## src/hw/rtl/ptt_pkg.sv

```systemverilog
`timescale 1ns / 1ps

package ptt_pkg;

    localparam int TASKS_DEF   = 16;
    localparam int ID_BITS_DEF = 16;
    localparam int MAX_RESULTS = 16;

    localparam logic [1:0] MODE_ADD     = 2'd0;
    localparam logic [1:0] MODE_ONESHOT = 2'd1;
    localparam logic [1:0] MODE_CANCEL  = 2'd2;
    localparam logic [1:0] MODE_FLUSH   = 2'd3;

    localparam logic [2:0] KIND_ADDED     = 3'd0;
    localparam logic [2:0] KIND_FULL      = 3'd1;
    localparam logic [2:0] KIND_CANCELLED = 3'd2;
    localparam logic [2:0] KIND_NOT_FOUND = 3'd3;
    localparam logic [2:0] KIND_FIRED     = 3'd4;
    localparam logic [2:0] KIND_NONE      = 3'd5;

    // per-cycle command to one cell
    typedef struct packed {
        logic        step;      // shift/visit one entry this cycle
        logic        append;    // write the new entry into the tail cell
    } cell_ctl_t;

endpackage

```

## src/hw/rtl/ptt_cell.sv

```systemverilog
`timescale 1ns / 1ps

// One table slot. On a step, the slot takes its right neighbor's entry, so
// the table rotates one position per unstalled cycle. Cell 0 hands its entry
// to the controller, which returns it (updated) or drops it at the tail.
module ptt_cell #(
    parameter int ID_BITS = ptt_pkg::ID_BITS_DEF
) (
    input  logic                clk,
    input  ptt_pkg::cell_ctl_t  ctl,
    input  logic [ID_BITS-1:0]  in_id,
    input  logic [31:0]         in_ivl,
    input  logic [31:0]         in_ela,
    input  logic [31:0]         in_seen,
    output logic [ID_BITS-1:0]  id,
    output logic [31:0]         ivl,
    output logic [31:0]         ela,
    output logic [31:0]         seen
);

    logic [ID_BITS-1:0] id_reg;
    logic [31:0]        ivl_reg, ela_reg, seen_reg;

    always_ff @(posedge clk)
    begin
        if (ctl.step || ctl.append)
        begin
            id_reg   <= in_id;
            ivl_reg  <= in_ivl;
            ela_reg  <= in_ela;
            seen_reg <= in_seen;
        end
    end

    assign id   = id_reg;
    assign ivl  = ivl_reg;
    assign ela  = ela_reg;
    assign seen = seen_reg;

endmodule

```

## src/hw/rtl/periodic_task_table.sv

```systemverilog
`timescale 1ns / 1ps
// Add: result register loaded on accept; one add item per cycle if not stalled.
// Cancel and flush visit each stored entry once at the head cell, one per cycle
// when not held; the final result is registered in S_OUT after the walk ends.
// A fired result waiting on a stalled output holds the walk; the next item is
// accepted once the walk ends and the output register is free.
// Reset (rst_n low, async) empties the table and clears the id counter.
module periodic_task_table #(
    parameter int TASKS   = ptt_pkg::TASKS_DEF,
    parameter int ID_BITS = ptt_pkg::ID_BITS_DEF
) (
    input  logic        clk,
    input  logic        rst_n,
    input  logic        in_valid,
    output logic        in_stall,
    input  logic [1:0]  mode,
    input  logic [31:0] interval,
    input  logic [15:0] target_id,
    input  logic [31:0] now_ticks,
    output logic        out_valid,
    input  logic        out_stall,
    output logic [2:0]  kind,
    output logic [15:0] task_id,
    output logic        last
);

    localparam int CW = $clog2(TASKS + 1);
    localparam int PW = $clog2(TASKS);
    localparam logic [ID_BITS-1:0] ID_MAX = {ID_BITS{1'b1}};

    typedef enum logic [1:0] {S_IDLE, S_WALK, S_OUT} state_t;

    state_t             state_reg;
    logic [CW-1:0]      count_reg;
    logic [CW-1:0]      pos_reg;      // entries visited so far
    logic [CW-1:0]      kept_reg;     // entries returned to the chain
    logic [ID_BITS-1:0] next_id_reg;
    logic [1:0]         op_reg;
    logic [15:0]        tgt_reg;
    logic [31:0]        now_reg;
    logic               hit_reg;      // cancel matched / flush fired any
    logic [4:0]         nrep_reg;     // results reported this flush
    logic               pend_reg;     // a fired result waits for its successor
    logic [15:0]        pend_id_reg;
    logic               out_valid_reg;
    logic [2:0]         kind_reg;
    logic [15:0]        tid_reg;
    logic               last_reg;

    ptt_pkg::cell_ctl_t ctl [TASKS];
    logic [ID_BITS-1:0] c_id [TASKS];
    logic [31:0]        c_ivl [TASKS], c_ela [TASKS], c_seen [TASKS];
    logic [ID_BITS-1:0] t_id;
    logic [31:0]        t_ivl, t_ela, t_seen;

    // head entry evaluation
    logic        walking, visit, done_walk, drop, fire, head_match;
    logic [31:0] delta, sum;
    logic        carry;
    logic        tail_wr;
    logic        out_load;
    logic [PW-1:0] tail_pos;
    logic [ID_BITS-1:0] new_id;

    assign new_id = (next_id_reg == ID_MAX) ? {{(ID_BITS-1){1'b0}}, 1'b1}
                                            : next_id_reg + 1'b1;
    assign {carry, sum} = {1'b0, c_ela[0]} + {1'b0, delta};
    assign delta    = now_reg - c_seen[0];
    assign walking  = (state_reg == S_WALK);
    assign done_walk = (pos_reg == count_reg);
    assign head_match = (16'(c_id[0]) == tgt_reg) && (tgt_reg != 16'd0)
                        && ((ID_BITS <= 16) || (c_id[0] >> 16) == '0);
    assign fire    = (op_reg == ptt_pkg::MODE_FLUSH) &&
                     (c_ivl[0] == 32'd0 || carry || sum >= c_ivl[0]);
    assign drop    = (op_reg == ptt_pkg::MODE_FLUSH) ? (c_ivl[0] == 32'd0)
                                                     : (head_match && !hit_reg);
    // a fired result behind a pending one needs the output register
    assign visit   = walking && !done_walk &&
                     !(fire && nrep_reg < 5'(ptt_pkg::MAX_RESULTS) && pend_reg &&
                       out_valid_reg && out_stall);
    // the kept entry goes behind the entries already kept; drops shorten the chain
    assign tail_wr  = visit && !drop;
    assign tail_pos = PW'(count_reg - (pos_reg - kept_reg) - 1'b1);

    always_comb
    begin
        t_id = c_id[0];
        t_ivl = c_ivl[0];
        t_ela = c_ela[0];
        t_seen = c_seen[0];
        if (state_reg == S_IDLE)
        begin
            t_id   = new_id;
            t_ivl  = (mode == ptt_pkg::MODE_ONESHOT) ? 32'd0 : interval;
            t_ela  = 32'd0;
            t_seen = now_ticks;
        end
        else if (op_reg == ptt_pkg::MODE_FLUSH)
        begin
            t_seen = now_reg;
            t_ela  = fire ? 32'd0 : (carry ? 32'hFFFF_FFFF : sum);
        end
    end

    logic do_add;
    assign do_add = (state_reg == S_IDLE) && in_valid && !in_stall &&
                    (mode == ptt_pkg::MODE_ADD || mode == ptt_pkg::MODE_ONESHOT) &&
                    (count_reg != CW'(TASKS));

    // output register takes a new result this cycle
    assign out_load = ((state_reg == S_IDLE) && in_valid && !in_stall &&
                       (mode == ptt_pkg::MODE_ADD || mode == ptt_pkg::MODE_ONESHOT)) ||
                      (visit && fire && nrep_reg < 5'(ptt_pkg::MAX_RESULTS) && pend_reg) ||
                      ((state_reg == S_OUT) && !(out_valid_reg && out_stall));

    // chain: each cell but the last shifts left on a visit; the tail slot
    // takes the returned entry, a dropped entry leaves a hole beyond count
    genvar g;
    generate
        for (g = 0; g < TASKS; g++)
        begin : g_cell
            logic sel_tail;
            always_comb
            begin
                sel_tail = do_add ? (PW'(count_reg) == PW'(g))
                                  : (tail_wr && tail_pos == PW'(g));
                ctl[g].step   = visit && (g < TASKS - 1) && !sel_tail;
                ctl[g].append = sel_tail;
            end
            if (g < TASKS - 1)
            begin : g_mid
                ptt_cell #(.ID_BITS(ID_BITS)) u_cell (
                    .clk(clk), .ctl(ctl[g]),
                    .in_id(sel_tail ? t_id : c_id[g+1]),
                    .in_ivl(sel_tail ? t_ivl : c_ivl[g+1]),
                    .in_ela(sel_tail ? t_ela : c_ela[g+1]),
                    .in_seen(sel_tail ? t_seen : c_seen[g+1]),
                    .id(c_id[g]), .ivl(c_ivl[g]), .ela(c_ela[g]), .seen(c_seen[g]));
            end
            else
            begin : g_end
                ptt_cell #(.ID_BITS(ID_BITS)) u_cell (
                    .clk(clk), .ctl(ctl[g]),
                    .in_id(t_id), .in_ivl(t_ivl), .in_ela(t_ela), .in_seen(t_seen),
                    .id(c_id[g]), .ivl(c_ivl[g]), .ela(c_ela[g]), .seen(c_seen[g]));
            end
        end
    endgenerate

    assign in_stall  = (state_reg != S_IDLE) || (out_valid_reg && out_stall);
    assign out_valid = out_valid_reg;
    assign kind      = kind_reg;
    assign task_id   = tid_reg;
    assign last      = last_reg;

    // control and result register
    always_ff @(posedge clk or negedge rst_n)
    begin
        if (!rst_n)
        begin
            state_reg     <= S_IDLE;
            count_reg     <= '0;
            pos_reg       <= '0;
            kept_reg      <= '0;
            next_id_reg   <= '0;
            hit_reg       <= 1'b0;
            nrep_reg      <= '0;
            pend_reg      <= 1'b0;
            pend_id_reg   <= '0;
            out_valid_reg <= 1'b0;
            op_reg        <= ptt_pkg::MODE_ADD;
            tgt_reg       <= '0;
            now_reg       <= '0;
            kind_reg      <= '0;
            tid_reg       <= '0;
            last_reg      <= 1'b0;
        end
        else
        begin
            if (out_load)
                out_valid_reg <= 1'b1;
            else if (out_valid_reg && !out_stall)
                out_valid_reg <= 1'b0;
            unique case (state_reg)
                S_IDLE:
                begin
                    if (in_valid && !in_stall)
                    begin
                        op_reg   <= mode;
                        tgt_reg  <= target_id;
                        now_reg  <= now_ticks;
                        pos_reg  <= '0;
                        kept_reg <= '0;
                        hit_reg  <= 1'b0;
                        nrep_reg <= '0;
                        pend_reg <= 1'b0;
                        if (mode == ptt_pkg::MODE_CANCEL || mode == ptt_pkg::MODE_FLUSH)
                            state_reg <= S_WALK;
                        else
                        begin
                            last_reg <= 1'b1;
                            if (count_reg == CW'(TASKS))
                            begin
                                kind_reg <= ptt_pkg::KIND_FULL;
                                tid_reg  <= '0;
                            end
                            else
                            begin
                                kind_reg    <= ptt_pkg::KIND_ADDED;
                                tid_reg     <= 16'(new_id);
                                next_id_reg <= new_id;
                                count_reg   <= count_reg + 1'b1;
                            end
                        end
                    end
                end
                S_WALK:
                begin
                    if (done_walk)
                        state_reg <= S_OUT;
                    else if (visit)
                    begin
                        pos_reg <= pos_reg + 1'b1;
                        if (!drop)
                            kept_reg <= kept_reg + 1'b1;
                        if (op_reg == ptt_pkg::MODE_CANCEL && drop)
                        begin
                            hit_reg <= 1'b1;
                            tid_reg <= 16'(c_id[0]);
                        end
                        if (fire)
                        begin
                            hit_reg <= 1'b1;
                            if (nrep_reg < 5'(ptt_pkg::MAX_RESULTS))
                            begin
                                // hold this one; send the one held before
                                nrep_reg    <= nrep_reg + 1'b1;
                                pend_reg    <= 1'b1;
                                pend_id_reg <= 16'(c_id[0]);
                                if (pend_reg)
                                begin
                                    kind_reg <= ptt_pkg::KIND_FIRED;
                                    tid_reg  <= pend_id_reg;
                                    last_reg <= 1'b0;
                                end
                            end
                        end
                    end
                end
                S_OUT:
                begin
                    // close up: count becomes kept entries; emit final result
                    if (!(out_valid_reg && out_stall))
                    begin
                        count_reg <= kept_reg;
                        state_reg <= S_IDLE;
                        last_reg  <= 1'b1;
                        if (op_reg == ptt_pkg::MODE_CANCEL)
                        begin
                            kind_reg <= hit_reg ? ptt_pkg::KIND_CANCELLED
                                                : ptt_pkg::KIND_NOT_FOUND;
                            if (!hit_reg)
                                tid_reg <= '0;
                        end
                        else if (!hit_reg)
                        begin
                            kind_reg <= ptt_pkg::KIND_NONE;
                            tid_reg  <= '0;
                        end
                        else
                        begin
                            // the held fired result is the final one
                            kind_reg <= ptt_pkg::KIND_FIRED;
                            tid_reg  <= pend_id_reg;
                        end
                    end
                end
                default: state_reg <= S_IDLE;
            endcase
        end
    end

    assert property (@(posedge clk) disable iff (!rst_n)
        count_reg <= CW'(TASKS)) else $error("entry count above capacity");
    assert property (@(posedge clk) disable iff (!rst_n)
        walking |-> pos_reg <= count_reg) else $error("walk overran table");
    assert property (@(posedge clk) disable iff (!rst_n)
        walking |-> kept_reg <= pos_reg) else $error("kept count above visited");

endmodule

```

## config.mk

```make
export PLATFORM = sky130hd
export DESIGN_NAME = periodic_task_table
export DESIGN_NICKNAME = d
export VERILOG_FILES = /design/src/hw/rtl/ptt_pkg.sv /design/src/hw/rtl/ptt_cell.sv /design/src/hw/rtl/periodic_task_table.sv
export SDC_FILE = /design/constraint.sdc
export NUM_CORES = 2
export LEC_CHECK = 0
export BUFFER_PORTS_ARGS = -buffer_cell sky130_fd_sc_hd__buf_2
export CAP_MARGIN = 20
export CORE_UTILIZATION = 35
export CTS_CLUSTER_DIAMETER = 150
export DETAILED_ROUTE_END_ITERATION = 10
export REMOVE_ABC_BUFFERS = 1
export SLEW_MARGIN = 10
export SYNTH_ARGS = -nofsm -noshare
export SYNTH_HDL_FRONTEND = slang
export SYNTH_SLANG_ARGS = --single-unit
```

## constraint.sdc

```tcl
create_clock -name clk -period 26.9 [get_ports clk]
set_input_delay 4.035 -clock clk [delete_from_list [all_inputs] [get_ports clk]]
set_output_delay 4.035 -clock clk [all_outputs]
set_load 0.03 [all_outputs]
```

==> reports/metrics.csv <==
stage;metric;value;unit
outcome;status;finished, final reports clean;
global_route;grt_use_met2;0.270;
floorplan;die-area;0.250;mm²
drt;viasPerCell;5.20;
global_route;track_usage;0.160;
floorplan;io_pins;108;
synth;ys.flop_type;edfxtp_1;
timing;layout_min_cycle_time;10510;ps
drt;drc_errors;0;
clock_tree;postCtsSetupBuffers;0;
floorplan;die_h;500;µm
clock_tree;cts_root_buf;clkbuf_16;
synth;synthTopCellsByArea;edfxtp_1 (62%), mux2_2 (23%), dfrtp_1 (3.7%), ha_1 (1.6%), clkbuf_1 (1.0%);
critical_path;critPathKind;flip-flop to flip-flop;
clock_tree;clock-sinks;1919;
synth;seq_area_frac_synth;0.656;
timing;hold_violations;0;
critical_path;slowest_stage;nor4_4;
critical_path;rr_worst_depth;30;
floorplan;initial_core_util;0.353;
timing;worstMarginPinSlew;1080;ps
cells_and_area;drive_above_1_share;0.422;
synth;ys_async_sr_fraction;0.0662;
placement;place_ws;16440;ps
timing;slew_violations;0;
clock_tree;cts_tree;built;
synth;synth_top_area_cell;edfxtp_1;
synth;syn-cell-area;0.0869;mm²
timing;tns;0;ps
placement;port_buffers;107;
timing;finClkSkew;37.4;ps
global_route;grt-busiest-layer;met2;
synth;syn_area_per_cell;16.2;µm²
timing;slew_headroom;0.283;
critical_path;r2r-start;now_reg[0];
clock_tree;cts_htree_levels;4;
drt;drt_iter0_markers;3049;
drt;dr.pass1.iters;7;
job;cap_violations;0;
clock_tree;numCtsBuffers;200;
cells_and_area;area_growth_syn_to_layout;13.2;%
synth;synth_top_area_frac;0.619;
critical_path;critical_path_required;27370;ps
synth;yosys_warnings;0;
global_route;grt_util_met3;0.0296;
critical_path;startpoint;now_reg[0];
floorplan;core;0.246;mm²
synth;syn_inst;5379;
drt;drt-total-wl;203000;µm
clock_tree;cts_buffer_depth;3;
global_route;use_met1;0.213;
timing;fmax;95.1;MHz
drt;ant_nets;0;
drt;wl_per_cell;22.6;µm
clock_tree;clk_latency;860;ps
critical_path;start_kind;flip-flop;
timing;setup_viol;0;
synth;yosysUniqueCellTypes;71;
global_route;grt_pass1_vias;47700;
timing;fin_hold_ws;501;ps
floorplan;fp-row-count;182;
clock_tree;post_cts_resize_count;0;
placement;routabilityCongestion;0.835;
timing;finalWorstSetupSlack;16390;ps
global_route;grt_max_degree;114;
synth;synth-edff-count;1792;
global_route;grt_pass1_wl;307000;µm
clock_tree;cts_hold_repair.buffers;0;
floorplan;die_w;500;µm
synth;yosysMostFrequentCell;edfxtp_1;
timing;finalCritPeriodShare;0.391;
critical_path;worstSetupEndpoint;g_cell[10].g_mid.u_cell.seen[18];
synth;ys_top_cells_by_count;edfxtp_1 (1,792), mux2_2 (1,772), clkbuf_1 (239);
critical_path;critical_path.max_stage_delay;880;ps
global_route;overflow;0;
clock_tree;cts.reportedPaths.clkPinSlew;60;ps
critical_path;worst-r2r-setup-slack;16390;ps
synth;ys_ff_latch;1919;
timing;rsz0062_at_grt;false;
global_route;antenna_found_initial;19;
hold_path;hold_path_class;flip-flop to flip-flop;
critical_path;reg2reg_to;g_cell[10].g_mid.u_cell.seen[18];
placement;place_hpwl;125000;µm
cells_and_area;final_util;0.399;
critical_path;path_max_fanout;43;
drt;vias;46600;
critical_path;critical_path_arrival;10980;ps
critical_path;endpoint_kind;flip-flop;
cells_and_area;nNetsFinal;5690;
==> metrics by stage <==
step	cell area, µm²	cells
2_1_floorplan	85400	5014
3_3_place_gp	91500	8545
3_5_place_dp	91600	8556
4_1_cts	98000	8929
5_1_grt	98300	8969
6_report	98400	8970
==> cells in the final DEF, fill, tap and decap left out, drive strengths merged, types with 11 or more instances in the layout <==
cell type and count:
buf 270, xnor2 57, clkbuf 249, dfrtp 127, a31oi 18, inv 116, and2 12, a32oi 14
nor3b 13, nand3 33, edfxtp 1792, nor2b 15, ha 112, a21o 25, nor3 30, nand2b 15
nor4 25, a21oi 125, nor2 89, mux2 1772, bufinv 18, o21ai 130, nand4 26, and3 11
nand2 221, mux2i 63, clkinv 90, xor2 35
==> layer usage <==
metal	up-vias	routed length [µm]
met5	-	120
met4	16	3740
met3	272	9600
met2	908	98400
met1	24400	90700
li1	21000	-
==> worst max-delay path: cells and delay by family, from the launching register on <==
kind                     cells  cell delay (ps)
AO/OA/AOI/OAI               16             4590
XOR/XNOR                     2              400
adder cells (fa/ha/maj)      4             1240
buffers and inverters        3             1620
flip-flops                   1              370
AND/OR/NAND/NOR              5             1790
==> worst min-delay path by stage <==
stage                         from              to  slack [ps]  cells after the start
floorplan              nrep_reg[4]     nrep_reg[4]         470                      2
global placement    pend_id_reg[4]  pend_id_reg[4]         480                      1
detailed placement  pend_id_reg[8]  pend_id_reg[8]         490                      1
CTS                 pend_id_reg[8]  pend_id_reg[8]         500                      1
global route        pend_id_reg[4]  pend_id_reg[4]         510                      1
finish              pend_id_reg[4]  pend_id_reg[4]         500                      1
==> area by class of cell <==
cell class | count | area, µm²
Antenna cell | 1 | 2.50
Multi-Input combinational cell | 2989 | 28500
Timing Repair Buffer | 270 | 1850
Inverter | 106 | 398
Fill cell | 22600 | 148000
Clock inverter | 124 | 1170
Sequential cell | 1919 | 57000
Clock buffer | 249 | 5270
Tap cell | 3312 | 4140
==> logic make-up after synthesis <==
kind of cell,synth area share
DFF,0.656
muxes,0.237
and+or+nand+nor,0.0284
buffers and inverters,0.0220
AOI/OAI and AO/OA,0.0301
adders and majority gates,0.0175
xor gates and xnor gates,0.00927
Power is not shown: default switching activity piles up to over one toggle a cycle in this logic, so the estimate is an artifact.
